$ cat src/design/scl_pkg.sv
`default_nettype none
package scl_pkg;

  localparam int QUEUE_DEPTH = 2;
  localparam int MAX_EVENTS  = 4;

  typedef enum logic [2:0] {
    M_IDLE  = 3'd0,
    M_WORD  = 3'd1,
    M_WESC  = 3'd2,
    M_QUOTE = 3'd3,
    M_QESC  = 3'd4,
    M_GT    = 3'd5,
    M_DROP  = 3'd6
  } lex_mode_t;

  typedef enum logic [3:0] {
    EV_BYTE = 4'd0,
    EV_WEND = 4'd1,
    EV_PIPE = 4'd2,
    EV_IN   = 4'd3,
    EV_OUT  = 4'd4,
    EV_APP  = 4'd5,
    EV_SEP  = 4'd6,
    EV_UNCL = 4'd7,
    EV_BESC = 4'd8,
    EV_LEND = 4'd9
  } ev_kind_t;

  localparam logic [7:0] CH_NUL  = 8'h00;
  localparam logic [7:0] CH_TAB  = 8'h09;
  localparam logic [7:0] CH_NL   = 8'h0A;
  localparam logic [7:0] CH_VT   = 8'h0B;
  localparam logic [7:0] CH_FF   = 8'h0C;
  localparam logic [7:0] CH_CR   = 8'h0D;
  localparam logic [7:0] CH_SP   = 8'h20;
  localparam logic [7:0] CH_DQ   = 8'h22;
  localparam logic [7:0] CH_SEMI = 8'h3B;
  localparam logic [7:0] CH_LT   = 8'h3C;
  localparam logic [7:0] CH_GT   = 8'h3E;
  localparam logic [7:0] CH_BSL  = 8'h5C;
  localparam logic [7:0] CH_PIPE = 8'h7C;

  // events caused by one input byte, in order
  typedef struct packed {
    logic [2:0]           count;
    ev_kind_t [3:0]       kind;
    logic [3:0][7:0]      ch;
  } ev_bundle_t;

  typedef struct packed {
    lex_mode_t  next;
    ev_bundle_t bundle;
  } lex_res_t;

  function automatic lex_res_t push_ev(lex_res_t r, ev_kind_t k, logic [7:0] c);
    lex_res_t o;
    o = r;
    if (o.bundle.count < 3'(MAX_EVENTS)) begin
      o.bundle.kind[o.bundle.count[1:0]] = k;
      o.bundle.ch[o.bundle.count[1:0]]   = c;
      o.bundle.count = o.bundle.count + 3'd1;
    end
    return o;
  endfunction

  function automatic logic is_delim(logic [7:0] c);
    return (c == CH_SP) || (c == CH_TAB) || (c == CH_CR) || (c == CH_VT) ||
           (c == CH_FF) || (c == CH_PIPE) || (c == CH_LT) || (c == CH_GT) ||
           (c == CH_NL) || (c == CH_SEMI) || (c == CH_NUL);
  endfunction

  // byte seen between tokens
  function automatic lex_res_t idle_byte(lex_res_t r, logic [7:0] c);
    lex_res_t o;
    o = r;
    o.next = M_IDLE;
    case (c) inside
      CH_SP, CH_TAB, CH_CR, CH_VT, CH_FF, CH_NUL: ;
      CH_PIPE:        o = push_ev(o, EV_PIPE, 8'h00);
      CH_LT:          o = push_ev(o, EV_IN, 8'h00);
      CH_GT:          o.next = M_GT;
      CH_NL, CH_SEMI: o = push_ev(o, EV_SEP, 8'h00);
      CH_DQ:          o.next = M_QUOTE;
      CH_BSL:         o.next = M_WESC;
      default: begin
        o = push_ev(o, EV_BYTE, c);
        o.next = M_WORD;
      end
    endcase
    return o;
  endfunction

  function automatic lex_res_t lex_step(lex_mode_t mode, logic [7:0] c, logic eol);
    lex_res_t r;
    logic     valid_esc;
    r = '0;
    r.next = mode;
    valid_esc = (c == CH_BSL) || (c == CH_DQ);
    unique case (mode)
      M_WORD: begin
        if (is_delim(c)) begin
          r = push_ev(r, EV_WEND, 8'h00);
          r = idle_byte(r, c);
        end else if (c == CH_DQ) begin
          r.next = M_QUOTE;
        end else if (c == CH_BSL) begin
          r.next = M_WESC;
        end else begin
          r = push_ev(r, EV_BYTE, c);
        end
      end
      M_WESC: begin
        if (valid_esc) begin
          r = push_ev(r, EV_BYTE, c);
          r.next = M_WORD;
        end else begin
          r = push_ev(r, EV_BESC, 8'h00);
          r.next = M_DROP;
        end
      end
      M_QUOTE: begin
        if (c == CH_DQ) begin
          r.next = M_WORD;
        end else if (eol) begin
          r = push_ev(r, EV_UNCL, 8'h00);
          r.next = M_DROP;
        end else if (c == CH_BSL) begin
          r.next = M_QESC;
        end else begin
          r = push_ev(r, EV_BYTE, c);
        end
      end
      M_QESC: begin
        if (!valid_esc) begin
          r = push_ev(r, EV_BESC, 8'h00);
          r.next = M_DROP;
        end else if (eol) begin
          r = push_ev(r, EV_UNCL, 8'h00);
          r.next = M_DROP;
        end else begin
          r = push_ev(r, EV_BYTE, c);
          r.next = M_QUOTE;
        end
      end
      M_GT: begin
        if (c == CH_GT) begin
          r = push_ev(r, EV_APP, 8'h00);
          r.next = M_IDLE;
        end else begin
          r = push_ev(r, EV_OUT, 8'h00);
          r = idle_byte(r, c);
        end
      end
      M_DROP: ;
      default: r = idle_byte(r, c);
    endcase
    if (eol) begin
      case (r.next)
        M_WORD:         r = push_ev(r, EV_WEND, 8'h00);
        M_WESC:         r = push_ev(r, EV_BESC, 8'h00);
        M_QUOTE, M_QESC: r = push_ev(r, EV_UNCL, 8'h00);
        M_GT:           r = push_ev(r, EV_OUT, 8'h00);
        default: ;
      endcase
      r = push_ev(r, EV_LEND, 8'h00);
      r.next = M_IDLE;
    end
    return r;
  endfunction

endpackage
`default_nettype wire

$ cat src/design/scl_if.sv
`default_nettype none
interface scl_in_if;
  logic       valid;
  logic       ready;
  logic [7:0] char_in;
  logic       end_of_line;
  modport source (output valid, output char_in, output end_of_line, input ready);
  modport sink   (input valid, input char_in, input end_of_line, output ready);
endinterface

interface scl_out_if;
  logic       valid;
  logic       ready;
  logic [3:0] event_kind;
  logic [7:0] char_out;
  logic       run_last;
  modport source (output valid, output event_kind, output char_out, output run_last,
                  input ready);
  modport sink   (input valid, input event_kind, input char_out, input run_last,
                  output ready);
endinterface
`default_nettype wire

$ cat src/design/scl_front.sv
`default_nettype none
module scl_front (
  input  wire logic               clk,
  input  wire logic               rst_n,
  input  wire logic               in_valid,
  output      logic               in_ready,
  input  wire logic [7:0]         char_in,
  input  wire logic               end_of_line,
  input  wire logic               q_full,
  output      logic               q_push,
  output      scl_pkg::ev_bundle_t q_data
);

  scl_pkg::lex_mode_t mode_r, mode_nxt;
  scl_pkg::lex_res_t  res;
  logic               accept;

  assign res      = scl_pkg::lex_step(mode_r, char_in, end_of_line);
  assign in_ready = !q_full;
  assign accept   = in_valid && in_ready;

  // next state
  always_comb begin
    mode_nxt = accept ? res.next : mode_r;
  end

  // outputs: bytes that cause nothing are not queued
  always_comb begin
    q_push = accept && (res.bundle.count != 3'd0);
    q_data = res.bundle;
  end

  always_ff @(posedge clk) begin
    if (!rst_n) begin
      mode_r <= scl_pkg::M_IDLE;
    end else begin
      mode_r <= mode_nxt;
    end
  end

endmodule
`default_nettype wire

$ cat src/design/scl_queue.sv
`default_nettype none
module scl_queue #(
  parameter int DEPTH = scl_pkg::QUEUE_DEPTH
) (
  input  wire logic                clk,
  input  wire logic                rst_n,
  input  wire logic                push,
  input  wire scl_pkg::ev_bundle_t push_data,
  input  wire logic                pop,
  output      scl_pkg::ev_bundle_t head,
  output      logic                full,
  output      logic                empty
);

  localparam int PW = (DEPTH > 1) ? $clog2(DEPTH) : 1;
  localparam int CW = $clog2(DEPTH + 1);

  scl_pkg::ev_bundle_t     slot_r [DEPTH];
  logic [PW-1:0]           wr_ptr_r, rd_ptr_r;
  logic [CW-1:0]           cnt_r;
  logic                    do_push, do_pop;

  assign full    = (cnt_r == CW'(DEPTH));
  assign empty   = (cnt_r == '0);
  assign do_push = push && !full;
  assign do_pop  = pop && !empty;
  assign head    = slot_r[rd_ptr_r];

  function automatic logic [PW-1:0] bump(logic [PW-1:0] p);
    return (p == PW'(DEPTH - 1)) ? '0 : p + PW'(1);
  endfunction

  always_ff @(posedge clk) begin
    if (do_push) begin
      slot_r[wr_ptr_r] <= push_data;
    end
  end

  always_ff @(posedge clk) begin
    if (!rst_n) begin
      wr_ptr_r <= '0;
      rd_ptr_r <= '0;
      cnt_r    <= '0;
    end else begin
      if (do_push) wr_ptr_r <= bump(wr_ptr_r);
      if (do_pop)  rd_ptr_r <= bump(rd_ptr_r);
      case ({do_push, do_pop})
        2'b10:   cnt_r <= cnt_r + CW'(1);
        2'b01:   cnt_r <= cnt_r - CW'(1);
        default: cnt_r <= cnt_r;
      endcase
    end
  end

endmodule
`default_nettype wire

$ cat src/design/scl_back.sv
`default_nettype none
module scl_back (
  input  wire logic                clk,
  input  wire logic                rst_n,
  input  wire scl_pkg::ev_bundle_t head,
  input  wire logic                empty,
  output      logic                pop,
  output      logic                out_valid,
  input  wire logic                out_ready,
  output      logic [3:0]          event_kind,
  output      logic [7:0]          char_out,
  output      logic                run_last
);

  logic [1:0] idx_r, idx_nxt;
  logic       valid_r;
  logic [3:0] kind_r;
  logic [7:0] ch_r;
  logic       last_r;
  logic       load, take, is_last;

  assign load    = !valid_r || out_ready;
  assign take    = load && !empty;
  assign is_last = ({1'b0, idx_r} + 3'd1) == head.count;
  assign pop     = take && is_last;

  always_comb begin
    idx_nxt = idx_r;
    if (take) idx_nxt = is_last ? 2'd0 : idx_r + 2'd1;
  end

  always_ff @(posedge clk) begin
    if (!rst_n) begin
      valid_r <= 1'b0;
      idx_r   <= 2'd0;
    end else begin
      idx_r <= idx_nxt;
      if (load) valid_r <= !empty;
    end
  end

  always_ff @(posedge clk) begin
    if (take) begin
      kind_r <= head.kind[idx_r];
      ch_r   <= head.ch[idx_r];
      last_r <= is_last;
    end
  end

  assign out_valid  = valid_r;
  assign event_kind = kind_r;
  assign char_out   = ch_r;
  assign run_last   = last_r;

endmodule
`default_nettype wire

$ cat src/design/shell_command_lexer.sv
// An accepted byte is classified by the front and written into the queue on the accept
//   edge; the back end then registers its first event into the output register.
// Throughput: one byte per cycle in while the queue is not full, one event per cycle out
//   while the sink is ready; the back end sends each event of a byte's bundle in turn.
// Reset (rst_n low, synchronous): lexer idle between tokens, queue empty, output invalid.
`default_nettype none
module shell_command_lexer #(
  parameter int QUEUE_DEPTH = scl_pkg::QUEUE_DEPTH
) (
  input wire logic  clk,
  input wire logic  rst_n,
  scl_in_if.sink    in_chan,
  scl_out_if.source out_chan
);

  // front -> queue
  logic                q_push;
  scl_pkg::ev_bundle_t q_data;
  // queue -> back
  scl_pkg::ev_bundle_t q_head;
  logic                q_full, q_empty, q_pop;

  // Front: holds the lexer mode and turns each byte transfer into a bundle of up to four
  // events. Whitespace between tokens and dropped bytes give no bundle unless they end the line.
  scl_front u_front (
    .clk         (clk),
    .rst_n       (rst_n),
    .in_valid    (in_chan.valid),
    .in_ready    (in_chan.ready),
    .char_in     (in_chan.char_in),
    .end_of_line (in_chan.end_of_line),
    .q_full      (q_full),
    .q_push      (q_push),
    .q_data      (q_data)
  );

  // Short bundle queue, so input can keep flowing while the back end
  // works through a multi-event byte or the sink stalls.
  scl_queue #(
    .DEPTH (QUEUE_DEPTH)
  ) u_queue (
    .clk       (clk),
    .rst_n     (rst_n),
    .push      (q_push),
    .push_data (q_data),
    .pop       (q_pop),
    .head      (q_head),
    .full      (q_full),
    .empty     (q_empty)
  );

  // Back: serializes the head bundle one event per transfer into the output
  // register; run_last marks the bundle's final event.
  scl_back u_back (
    .clk        (clk),
    .rst_n      (rst_n),
    .head       (q_head),
    .empty      (q_empty),
    .pop        (q_pop),
    .out_valid  (out_chan.valid),
    .out_ready  (out_chan.ready),
    .event_kind (out_chan.event_kind),
    .char_out   (out_chan.char_out),
    .run_last   (out_chan.run_last)
  );

endmodule
`default_nettype wire

$ cat src/flat_wrapper.sv
// flat-port wrapper written by rule: the top's interface ports become plain ports
module shell_command_lexer_flat 
#(
  parameter int QUEUE_DEPTH = scl_pkg::QUEUE_DEPTH
)
  (clk, rst_n, in_chan_valid, in_chan_char_in, in_chan_end_of_line, in_chan_ready, out_chan_valid, out_chan_event_kind, out_chan_char_out, out_chan_run_last, out_chan_ready);
  scl_in_if in_chan_i ();
  scl_out_if out_chan_i ();
  input wire logic clk;
  input wire logic rst_n;
  input wire logic [$bits(in_chan_i.valid)-1:0] in_chan_valid;
  input wire logic [$bits(in_chan_i.char_in)-1:0] in_chan_char_in;
  input wire logic [$bits(in_chan_i.end_of_line)-1:0] in_chan_end_of_line;
  output wire logic [$bits(in_chan_i.ready)-1:0] in_chan_ready;
  output wire logic [$bits(out_chan_i.valid)-1:0] out_chan_valid;
  output wire logic [$bits(out_chan_i.event_kind)-1:0] out_chan_event_kind;
  output wire logic [$bits(out_chan_i.char_out)-1:0] out_chan_char_out;
  output wire logic [$bits(out_chan_i.run_last)-1:0] out_chan_run_last;
  input wire logic [$bits(out_chan_i.ready)-1:0] out_chan_ready;
  assign in_chan_i.valid = in_chan_valid;
  assign in_chan_i.char_in = in_chan_char_in;
  assign in_chan_i.end_of_line = in_chan_end_of_line;
  assign in_chan_ready = in_chan_i.ready;
  assign out_chan_valid = out_chan_i.valid;
  assign out_chan_event_kind = out_chan_i.event_kind;
  assign out_chan_char_out = out_chan_i.char_out;
  assign out_chan_run_last = out_chan_i.run_last;
  assign out_chan_i.ready = out_chan_ready;
  shell_command_lexer #(.QUEUE_DEPTH(QUEUE_DEPTH)) u_core (.clk(clk), .rst_n(rst_n), .in_chan(in_chan_i), .out_chan(out_chan_i));
endmodule
$ cat config.mk
export PLATFORM = sky130hd
export DESIGN_NAME = shell_command_lexer_flat
export DESIGN_NICKNAME = d
export VERILOG_FILES = /design/src/design/scl_pkg.sv /design/src/design/scl_if.sv /design/src/design/scl_front.sv /design/src/design/scl_queue.sv /design/src/design/scl_back.sv /design/src/design/shell_command_lexer.sv /design/src/flat_wrapper.sv
export SDC_FILE = /design/constraint.sdc
export NUM_CORES = 1
export LEC_CHECK = 0
export ABC_CLOCK_PERIOD_IN_PS = 6400
export BUFFER_PORTS_ARGS = -buffer_cell sky130_fd_sc_hd__buf_4
export CORE_MARGIN = 2
export CORE_UTILIZATION = 30
export DETAILED_ROUTE_END_ITERATION = 10
export GPL_TIMING_DRIVEN = 1
export MAX_ROUTING_LAYER = met4
export PLACE_DENSITY = 0.5
export SYNTH_ARGS = -nofsm -noshare
export SYNTH_HDL_FRONTEND = slang
export SYNTH_SLANG_ARGS = --single-unit
$ cat constraint.sdc
create_clock -name clk -period 6.4 [get_ports clk]
set_clock_uncertainty 0.1 [all_clocks]
set_input_delay 1.28 -clock clk [delete_from_list [all_inputs] [get_ports clk]]
set_output_delay 1.28 -clock clk [all_outputs]
set_load 0.01 [all_outputs]
======== Word-level counts from Yosys, hierarchy flattened ========
Memory sizes are Yosys's and may differ from the RTL's. A register that Yosys moved wholly into a read port is not among the register bits.
Cells that the tools add are included.
word-level totals
  output and inout port bits .............. 15
  flip-flop bits (word level) ............. 23
  RAM bits ................................ 102
  input port bits ......................... 13
  memories kept ........................... 1
memories
  name                   depth  width  read ports  clocked after Yosys merged registers in  wr ports  RTL line         source
  u_core.u_queue.slot_r  2      51     1           1                                        1         scl_queue.sv:18  scl_pkg::ev_bundle_t slot_r [DEPTH];
operators by class
  multiplexer cells ....................... 100
  eq/ne operators ......................... 27
  magnitude comparators ................... 13
  bitwise operators ....................... 45
  reductions and logical operators ........ 32
  $add $sub $neg .......................... 10
operators with widths
  cell                                                 number
  2-to-1 mux 51 bit                                    28
  2-to-1 mux 54 bit                                    7
  2-to-1 mux 49 bit                                    7
  one-hot mux 54 bit (6 select lines)                  1
  one-hot mux 51 bit (4 select lines)                  1
  inverter 32 bit                                      4
  2-to-1 mux 8 bit                                     9
  AND 32 bit                                           2
  AND 8 x 32 -> 32 bit                                 2
  bitwise mux 32 bit                                   2
  demux 8 bit (select 2 bit)                           4
  inverter 12 bit                                      5
  2-to-1 mux 3 bit                                     16
  equality test 8 x 4 -> 1 bit, second input constant  5
  equality test 8 x 6 -> 1 bit, second input constant  5
  inverter 8 bit                                       5
  AND 12 bit                                           3
  2-to-1 mux 4 bit                                     9
  AND 2 x 8 -> 8 bit                                   4
  AND 4 x 16 -> 16 bit                                 2
  demux 4 bit (select 2 bit)                           4
  inverter 16 bit                                      2
  bitwise OR 2 x 8 -> 8 bit                            4
  AND 3 x 12 -> 12 bit                                 2
  other kinds (36)                                     94

======== Logic depth before layout (Yosys ltp) ========
  depth in word-level cells ............... 51
  depth in mapped cells ................... 20
  gate-level depth less buffers ........... 17

======== By module ========
From an unflattened synthesis, not the netlist that was laid out.
unflattened totals
  cells, all modules ...................... 537
  area, all modules ....................... 6912.9 um^2
by module, submodules not included
  module     area each (um^2)  cells each  times used
  scl_queue  3902.5            185         1
  scl_front  2113.3            303         1
  scl_back   897.1             49          1

======== Worst setup path before layout ========
OpenSTA, ideal clock, no wires.
  path type ............................... input -> register
  start ................................... input in_chan_char_in[3]
  end ..................................... memory u_core.u_queue.slot_r[0][0] in the netlist's numbering, enable pin
  stages on the path ...................... 14
  path slack .............................. 0.132 ns
  library setup time ...................... 0.427 ns
  arrival time ............................ 5.741 ns
  cells stage by stage .................... buf_2 -> nand4b_1 -> nor4_1 -> nor2_1 -> nand3_1 -> o21ai_0 -> a21oi_1 -> ha_1 -> o21a_1 -> ha_1 -> o21ai_1 -> a31oi_2 -> a31o_2 -> nor2_1
on the way
  word-level cells in the longest chain between the ends .. 25
  elaborated cells on any way between the ends .. 90
  those cells by class .................... add/sub: 2; order compare: 2; eq/ne: 17; mux: 51; reduce/logical: 18
ends and longest elaborated chain
  element                                                                     RTL line                       source
  from (decl)                                                                 flat_wrapper.sv:12             input wire logic [$bits(in_chan_i.char_in)-1:0] in_chan_char_in;
  parallel branches: the longest is 12 deep, another holds 2-to-1 mux 54 bit  -
  one-hot mux 54 bit (6 select lines) *                                       scl_pkg.sv:100                 unique case (mode)
  adder 3 x 1 -> 3 bit (tied with other cells)                                scl_pkg.sv:62                  o.bundle.count = o.bundle.count + 3'd1;
  2-to-1 mux 51 bit or OR reduction 2 bit (tied branches)                     scl_pkg.sv:59, scl_pkg.sv:159
  one-hot mux 51 bit (4 select lines)                                         scl_pkg.sv:159                 case (r.next)
  2-to-1 mux 51 bit                                                           scl_pkg.sv:158                 if (eol) begin
  adder 3 x 1 -> 3 bit or < comparator 3 bit (tied branches)                  scl_pkg.sv:62, scl_pkg.sv:59
  2-to-1 mux 51 bit                                                           scl_pkg.sv:59                  if (o.bundle.count < 3'(MAX_EVENTS)) begin
  2-to-1 mux 54 bit *                                                         scl_pkg.sv:158
  nonzero test 3 bit *                                                        scl_front.sv:29                q_push = accept && (res.bundle.count != 3'd0);
  logical AND 1 bit *                                                         scl_front.sv:29
  logical AND 1 bit *                                                         scl_queue.sv:25                assign do_push = push && !full;
  2-to-1 mux 1 bit *                                                          scl_queue.sv:34                if (do_push) begin
  2-to-1 mux 1 bit (implied by the code) *                                    scl_queue.sv:35                slot_r[wr_ptr_r] <= push_data;
  to (decl)                                                                   scl_queue.sv:18
Mark *: on every way between the ends. The select of a mux whose other input is x is not followed.

======== Worst setup path after layout ========
  start ................................... input in_chan_char_in[2]
  end ..................................... register u_core.u_queue.cnt_r[1]
on the way
  word-level cells in the longest chain between the ends .. 25
  elaborated cells on any way between the ends .. 92
  those cells by class .................... add/sub: 2; order compare: 2; eq/ne: 19; mux: 50; reduce/logical: 19
ends and longest elaborated chain
  element                                                                     RTL line                       source
  parallel branches: the longest is 12 deep, another holds 2-to-1 mux 54 bit  -
  one-hot mux 54 bit (6 select lines) *                                       scl_pkg.sv:100
  adder 3 x 1 -> 3 bit (tied with other cells)                                scl_pkg.sv:62
  2-to-1 mux 51 bit or OR reduction 2 bit (tied branches)                     scl_pkg.sv:59, scl_pkg.sv:159
  one-hot mux 51 bit (4 select lines)                                         scl_pkg.sv:159
  2-to-1 mux 51 bit                                                           scl_pkg.sv:158
  adder 3 x 1 -> 3 bit or < comparator 3 bit (tied branches)                  scl_pkg.sv:62, scl_pkg.sv:59
  2-to-1 mux 51 bit                                                           scl_pkg.sv:59
  2-to-1 mux 54 bit *                                                         scl_pkg.sv:158
  nonzero test 3 bit *                                                        scl_front.sv:29
  logical AND 1 bit *                                                         scl_front.sv:29
  logical AND 1 bit *                                                         scl_queue.sv:25
  equality test 2 x 1 -> 1 bit or equality test 2 bit (tied branches)         scl_queue.sv:47                case ({do_push, do_pop})
  one-hot mux 2 bit (2 select lines) or nonzero test 2 bit (tied branches)    -
  to (signal assigned)                                                        scl_queue.sv:48                2'b10: cnt_r <= cnt_r + CW'(1);
  to (signal assigned)                                                        scl_queue.sv:49                2'b01: cnt_r <= cnt_r - CW'(1);
  to (signal assigned)                                                        scl_queue.sv:50                default: cnt_r <= cnt_r;
  to (decl)                                                                   scl_queue.sv:20                logic [CW-1:0] cnt_r;
Marked as above.
A chain may end at the register's enable or synchronous reset.

==> run summary <==
Violation count after the first detailed-routing iteration: 261
Largest family of logic cells by synthesized area: simple AND/OR/NAND/NOR gates
Average instance area after synthesis: 11.9 um^2
Cell-by-cell listing of the critical path: buf_4, or4b_4, or4_1, nand2_4, nor3_2, o31a_1, nand2_1, nand2_1, nand2_1, o21a_1, inv_1, ha_1, a22oi_1, a31o_2, ha_1, or3_1, a21boi_0
RSZ-0062 raised after global routing: no
Overall via count from detail_route: 3484
CTS max path bufs: 2
Post-synthesis share of cell area spent on full adders, half adders and majority gates: 0.0246
Share of cell area taken by muxes after synthesis: 0.0855
Row count: 47
CTS buffer count: 9
Crit path max fanout: 11
Met3 usage in global routing: 0.0287
CP max-delay cell: sky130_fd_sc_hd__or4_1
WL per Instance: 16.8 um
Remaining global-route overflow: 0
Number of maximum-capacitance constraint violations: 0
Power density over the cells: 368 mW/mm^2
Hold-fix buffers, CTS: 0
Post-Synthesis Cell Area: 0.00509 mm^2
Antenna Cells: 0
Post-synth top flop: sky130_fd_sc_hd__edfxtp_1
Fraction of layout cells with a size suffix above 1: 0.189
Inst Count DP: 660
Count of final hold-check violations: 0
Peak supply drop: 125 uV
Via density: 5.15
Cell family with most CP delay: simple AND/OR/NAND/NOR gates
Number of synthesized register bits: 94
Total Die Area: 0.0180 mm^2
Final non-filler cell total: 676
Relative max-transition margin: 0.353
Layout fillers: 1651
Number of distinct library cell variants in the gate-level netlist after synthesis: 67
Clock tree from TritonCTS: built
Insertion delay of the later-clocked pin in the worst-skew pair: 340 ps
Number of nets with antenna violations after detailed routing: 0
Count of warnings emitted by yosys: 0
FF+latch area: 0.00271 mm^2
Pleak: 1.99 nW
Aggregate global-route resource usage: 0.136
Share of the clock period used by the worst path after layout: 0.850
CTS resizes: 0
Required time at the worst-slack endpoint: 6570 ps
Initial antenna violation count: 0
Top Ports: 28
H-Tree Level Count: 3
Layer with the highest usage after global routing: met2
DRC: 0
Horiz. Die Dim: 134 um
Wire length of the first global-routing pass: 18.4 mm
Maximum number of pins on one net before global-route repair: 36
Simple-gate area share of the yosys netlist: 0.172
Number of standard cells after synthesis: 428
Element type at the critical path end: register
HPWL after detailed placement: 8.19 mm
Wire length after detailed routing: 11.4 mm
Startpoint kind of the worst setup timing path: primary input
Effective utilization at floorplan: 0.307
Final slew viol count: 0
Clk root buf: sky130_fd_sc_hd__clkbuf_16
Met1 track utilization from global routing: 0.179
Met2 Use GR: 0.206
Placeable core area: 0.0166 mm^2
Xor and xnor fraction of the mapped netlist area: 0.0155
Total negative slack: 0 ps
Area occupied by multi-input gates: 0.00224 mm^2
Post-CTS setup buffer count: 0
Result of the run: finished clean
Setup Crit Path Kind: in -> reg
GPL Wtd Cong: 0.876
Number of nets in the final layout: 474
TritonCTS Sinks: 94
PortBufs: 27
Minimum clock period: 5440 ps
Hold WC Path Type: reg -> reg
Clock-pin slew on the worst setup and hold paths: 60 ps
Buffers plus inverters on the worst setup path: 2
Transition time at the pin with the least slew margin: 970 ps
Vertical die dimension: 134 um
Number of endpoints failing setup at the final stage: 0
Critical path data arrival time: 5600 ps
Number of global-route vias before repair: 3426
Number of enable flip-flop cells after synthesis: 83
Sequential element share of the synthesized area: 0.532
Cell type with the highest occurrence count on the critical path: sky130_fd_sc_hd__nand2_1
Share of flip-flops with an asynchronous set or reset after synthesis: 0
Number of nets produced by synthesis: 451
Compound-Gate Fraction of Synth Area: 0.142
Delay contributed by the slowest stage of the critical path: 630 ps
Synth-to-layout area growth: 14.1%
Count of TritonRoute iterations in the first routing pass: 4
Max frequency: 0.184 GHz
-- sequential cells by signal, summed over array words and instances (netlist names), named ones only --
name and cells:
u_core.u_queue.rd_ptr_r 1, u_core.u_queue.slot_r 70, u_core.u_back.run_last 1, u_core.u_queue.wr_ptr_r 1, u_core.u_back.char_out 8, u_core.u_queue.cnt_r 2, u_core.u_back.idx_r 2, u_core.u_back.out_valid 1
u_core.u_front.mode_r 3, u_core.u_back.event_kind 4
-- area by class of cell --
type	count	share of cell area
clock buffer	11	0.0400
clock inverter	5	0.00602
multi-input combinational	299	0.386
timing repair buffer	34	0.0460
tap	220	0.0473
sequential	94	0.466
inverter	13	0.00839
-- tightest hold or removal path: stages, from the launching register on --
cell	delay (ps)
sky130_fd_sc_hd__dfxtp_1	340
sky130_fd_sc_hd__o21ai_0	80
sky130_fd_sc_hd__a21boi_0	70
-- metrics by stage --
stage | utilization | instance area, um^2 | setup WS (ps) | hold WS (ps) | total power, W
after global routing | 0.351 | 5820 | 674 | 464 | 0.00227
after CTS | 0.351 | 5820 | 956 | 432 | 0.00217
after detailed placement | 0.335 | 5550 | 636 | 419 | 0.00169
after global placement | 0.335 | 5550 | 745 | 416 | 0.00168
final | 0.351 | 5820 | 962 | 432 | 0.00214
after floorplan | - | 5090 | 132 | 391 | 0.00146
-- synthesized netlist by cell type, types with 4 or more instances --
master / count / share of area
sky130_fd_sc_hd__and2_1: 10 / 0.012
sky130_fd_sc_hd__nor2b_1: 18 / 0.022
sky130_fd_sc_hd__a22oi_1: 7 / 0.010
sky130_fd_sc_hd__or3_1: 6 / 0.0074
sky130_fd_sc_hd__o31ai_1: 4 / 0.0059
sky130_fd_sc_hd__ha_1: 10 / 0.025
sky130_fd_sc_hd__xnor2_1: 7 / 0.012
sky130_fd_sc_hd__a21oi_1: 27 / 0.027
sky130_fd_sc_hd__buf_2: 7 / 0.0069
sky130_fd_sc_hd__nor3_1: 9 / 0.0088
sky130_fd_sc_hd__nand3_1: 8 / 0.0079
sky130_fd_sc_hd__inv_1: 13 / 0.0096
sky130_fd_sc_hd__nor2_1: 31 / 0.023
sky130_fd_sc_hd__a21o_1: 5 / 0.0074
sky130_fd_sc_hd__o21ai_0: 16 / 0.016
sky130_fd_sc_hd__o2111ai_1: 4 / 0.0069
sky130_fd_sc_hd__nand2b_1: 6 / 0.0074
sky130_fd_sc_hd__nand2_1: 34 / 0.025
sky130_fd_sc_hd__a2bb2oi_1: 4 / 0.0069
sky130_fd_sc_hd__mux2_2: 4 / 0.0088
sky130_fd_sc_hd__and3_1: 10 / 0.012
sky130_fd_sc_hd__mux4_2: 16 / 0.071
sky130_fd_sc_hd__edfxtp_1: 83 / 0.49
sky130_fd_sc_hd__dfxtp_1: 11 / 0.043
sky130_fd_sc_hd__clkbuf_1: 12 / 0.0088
-- logic make-up (layout without fill, tap and decap cells) --
group           after synthesis  after routing
buf+inv                      35             63
fa+ha+maj                    10             10
mux                          23             23
simple gates                156            156
compound gates              101            101
flops                        94             94
xor+xnor                      9              9
-- power breakdown --
group / total (W) / internal (W) / switching [W] / leakage, nW
clock: 0.000482 / 0.000263 / 0.000218 / 0.120
combinational: 0.000682 / 0.000318 / 0.000364 / 0.988
sequential: 0.000979 / 0.000911 / 0.0000676 / 0.882
total: 0.00214 / 0.00149 / 0.000650 / 1.99
-- placed cells by master (no fill, tap or decap), drive strengths merged, types with 4 or more instances in the layout --
| cell type | Yosys | final |
|---|---|---|
| a21o | 5 | 5 |
| and2 | 10 | 10 |
| mux4 | 16 | 16 |
| o31ai | 5 | 5 |
| nand3 | 9 | 9 |
| xnor2 | 7 | 7 |
| inv | 13 | 14 |
| nor2 | 32 | 32 |
| a2bb2oi | 4 | 4 |
| a22oi | 7 | 7 |
| clkbuf | 12 | 11 |
| or3 | 6 | 6 |
| dfxtp | 11 | 11 |
| edfxtp | 83 | 83 |
| mux2 | 4 | 4 |
| nand2 | 35 | 35 |
| ha | 10 | 10 |
| buf | 10 | 34 |
| a211oi | 4 | 4 |
| nor4 | 4 | 4 |
| a21oi | 27 | 27 |
| o21ai | 18 | 18 |
| nand2b | 6 | 6 |
| o2111ai | 4 | 4 |
| and3 | 11 | 11 |
| nor3 | 10 | 10 |
| nor2b | 18 | 18 |
-- layer usage --
layer / wire (um) / up-vias
met5: 0 / -
met4: 148 / 0
met3: 421 / 9
met2: 5410 / 58
met1: 5380 / 1728
li1: - / 1689
-- path summary, 6_finish.rpt --
check	startpoint	end	slack [ps]	cells after the start
hold / removal	u_core.u_queue.cnt_r[1]	u_core.u_queue.cnt_r[1]	430	2
hold reg to reg	u_core.u_queue.cnt_r[1]	u_core.u_queue.cnt_r[1]	430	2
setup reg to reg	u_core.u_front.mode_r[0]	u_core.u_queue.cnt_r[1]	1760	14
setup / recovery	in_chan_char_in[2]	u_core.u_queue.cnt_r[1]	960	17
(Power assumes the default switching activity.)
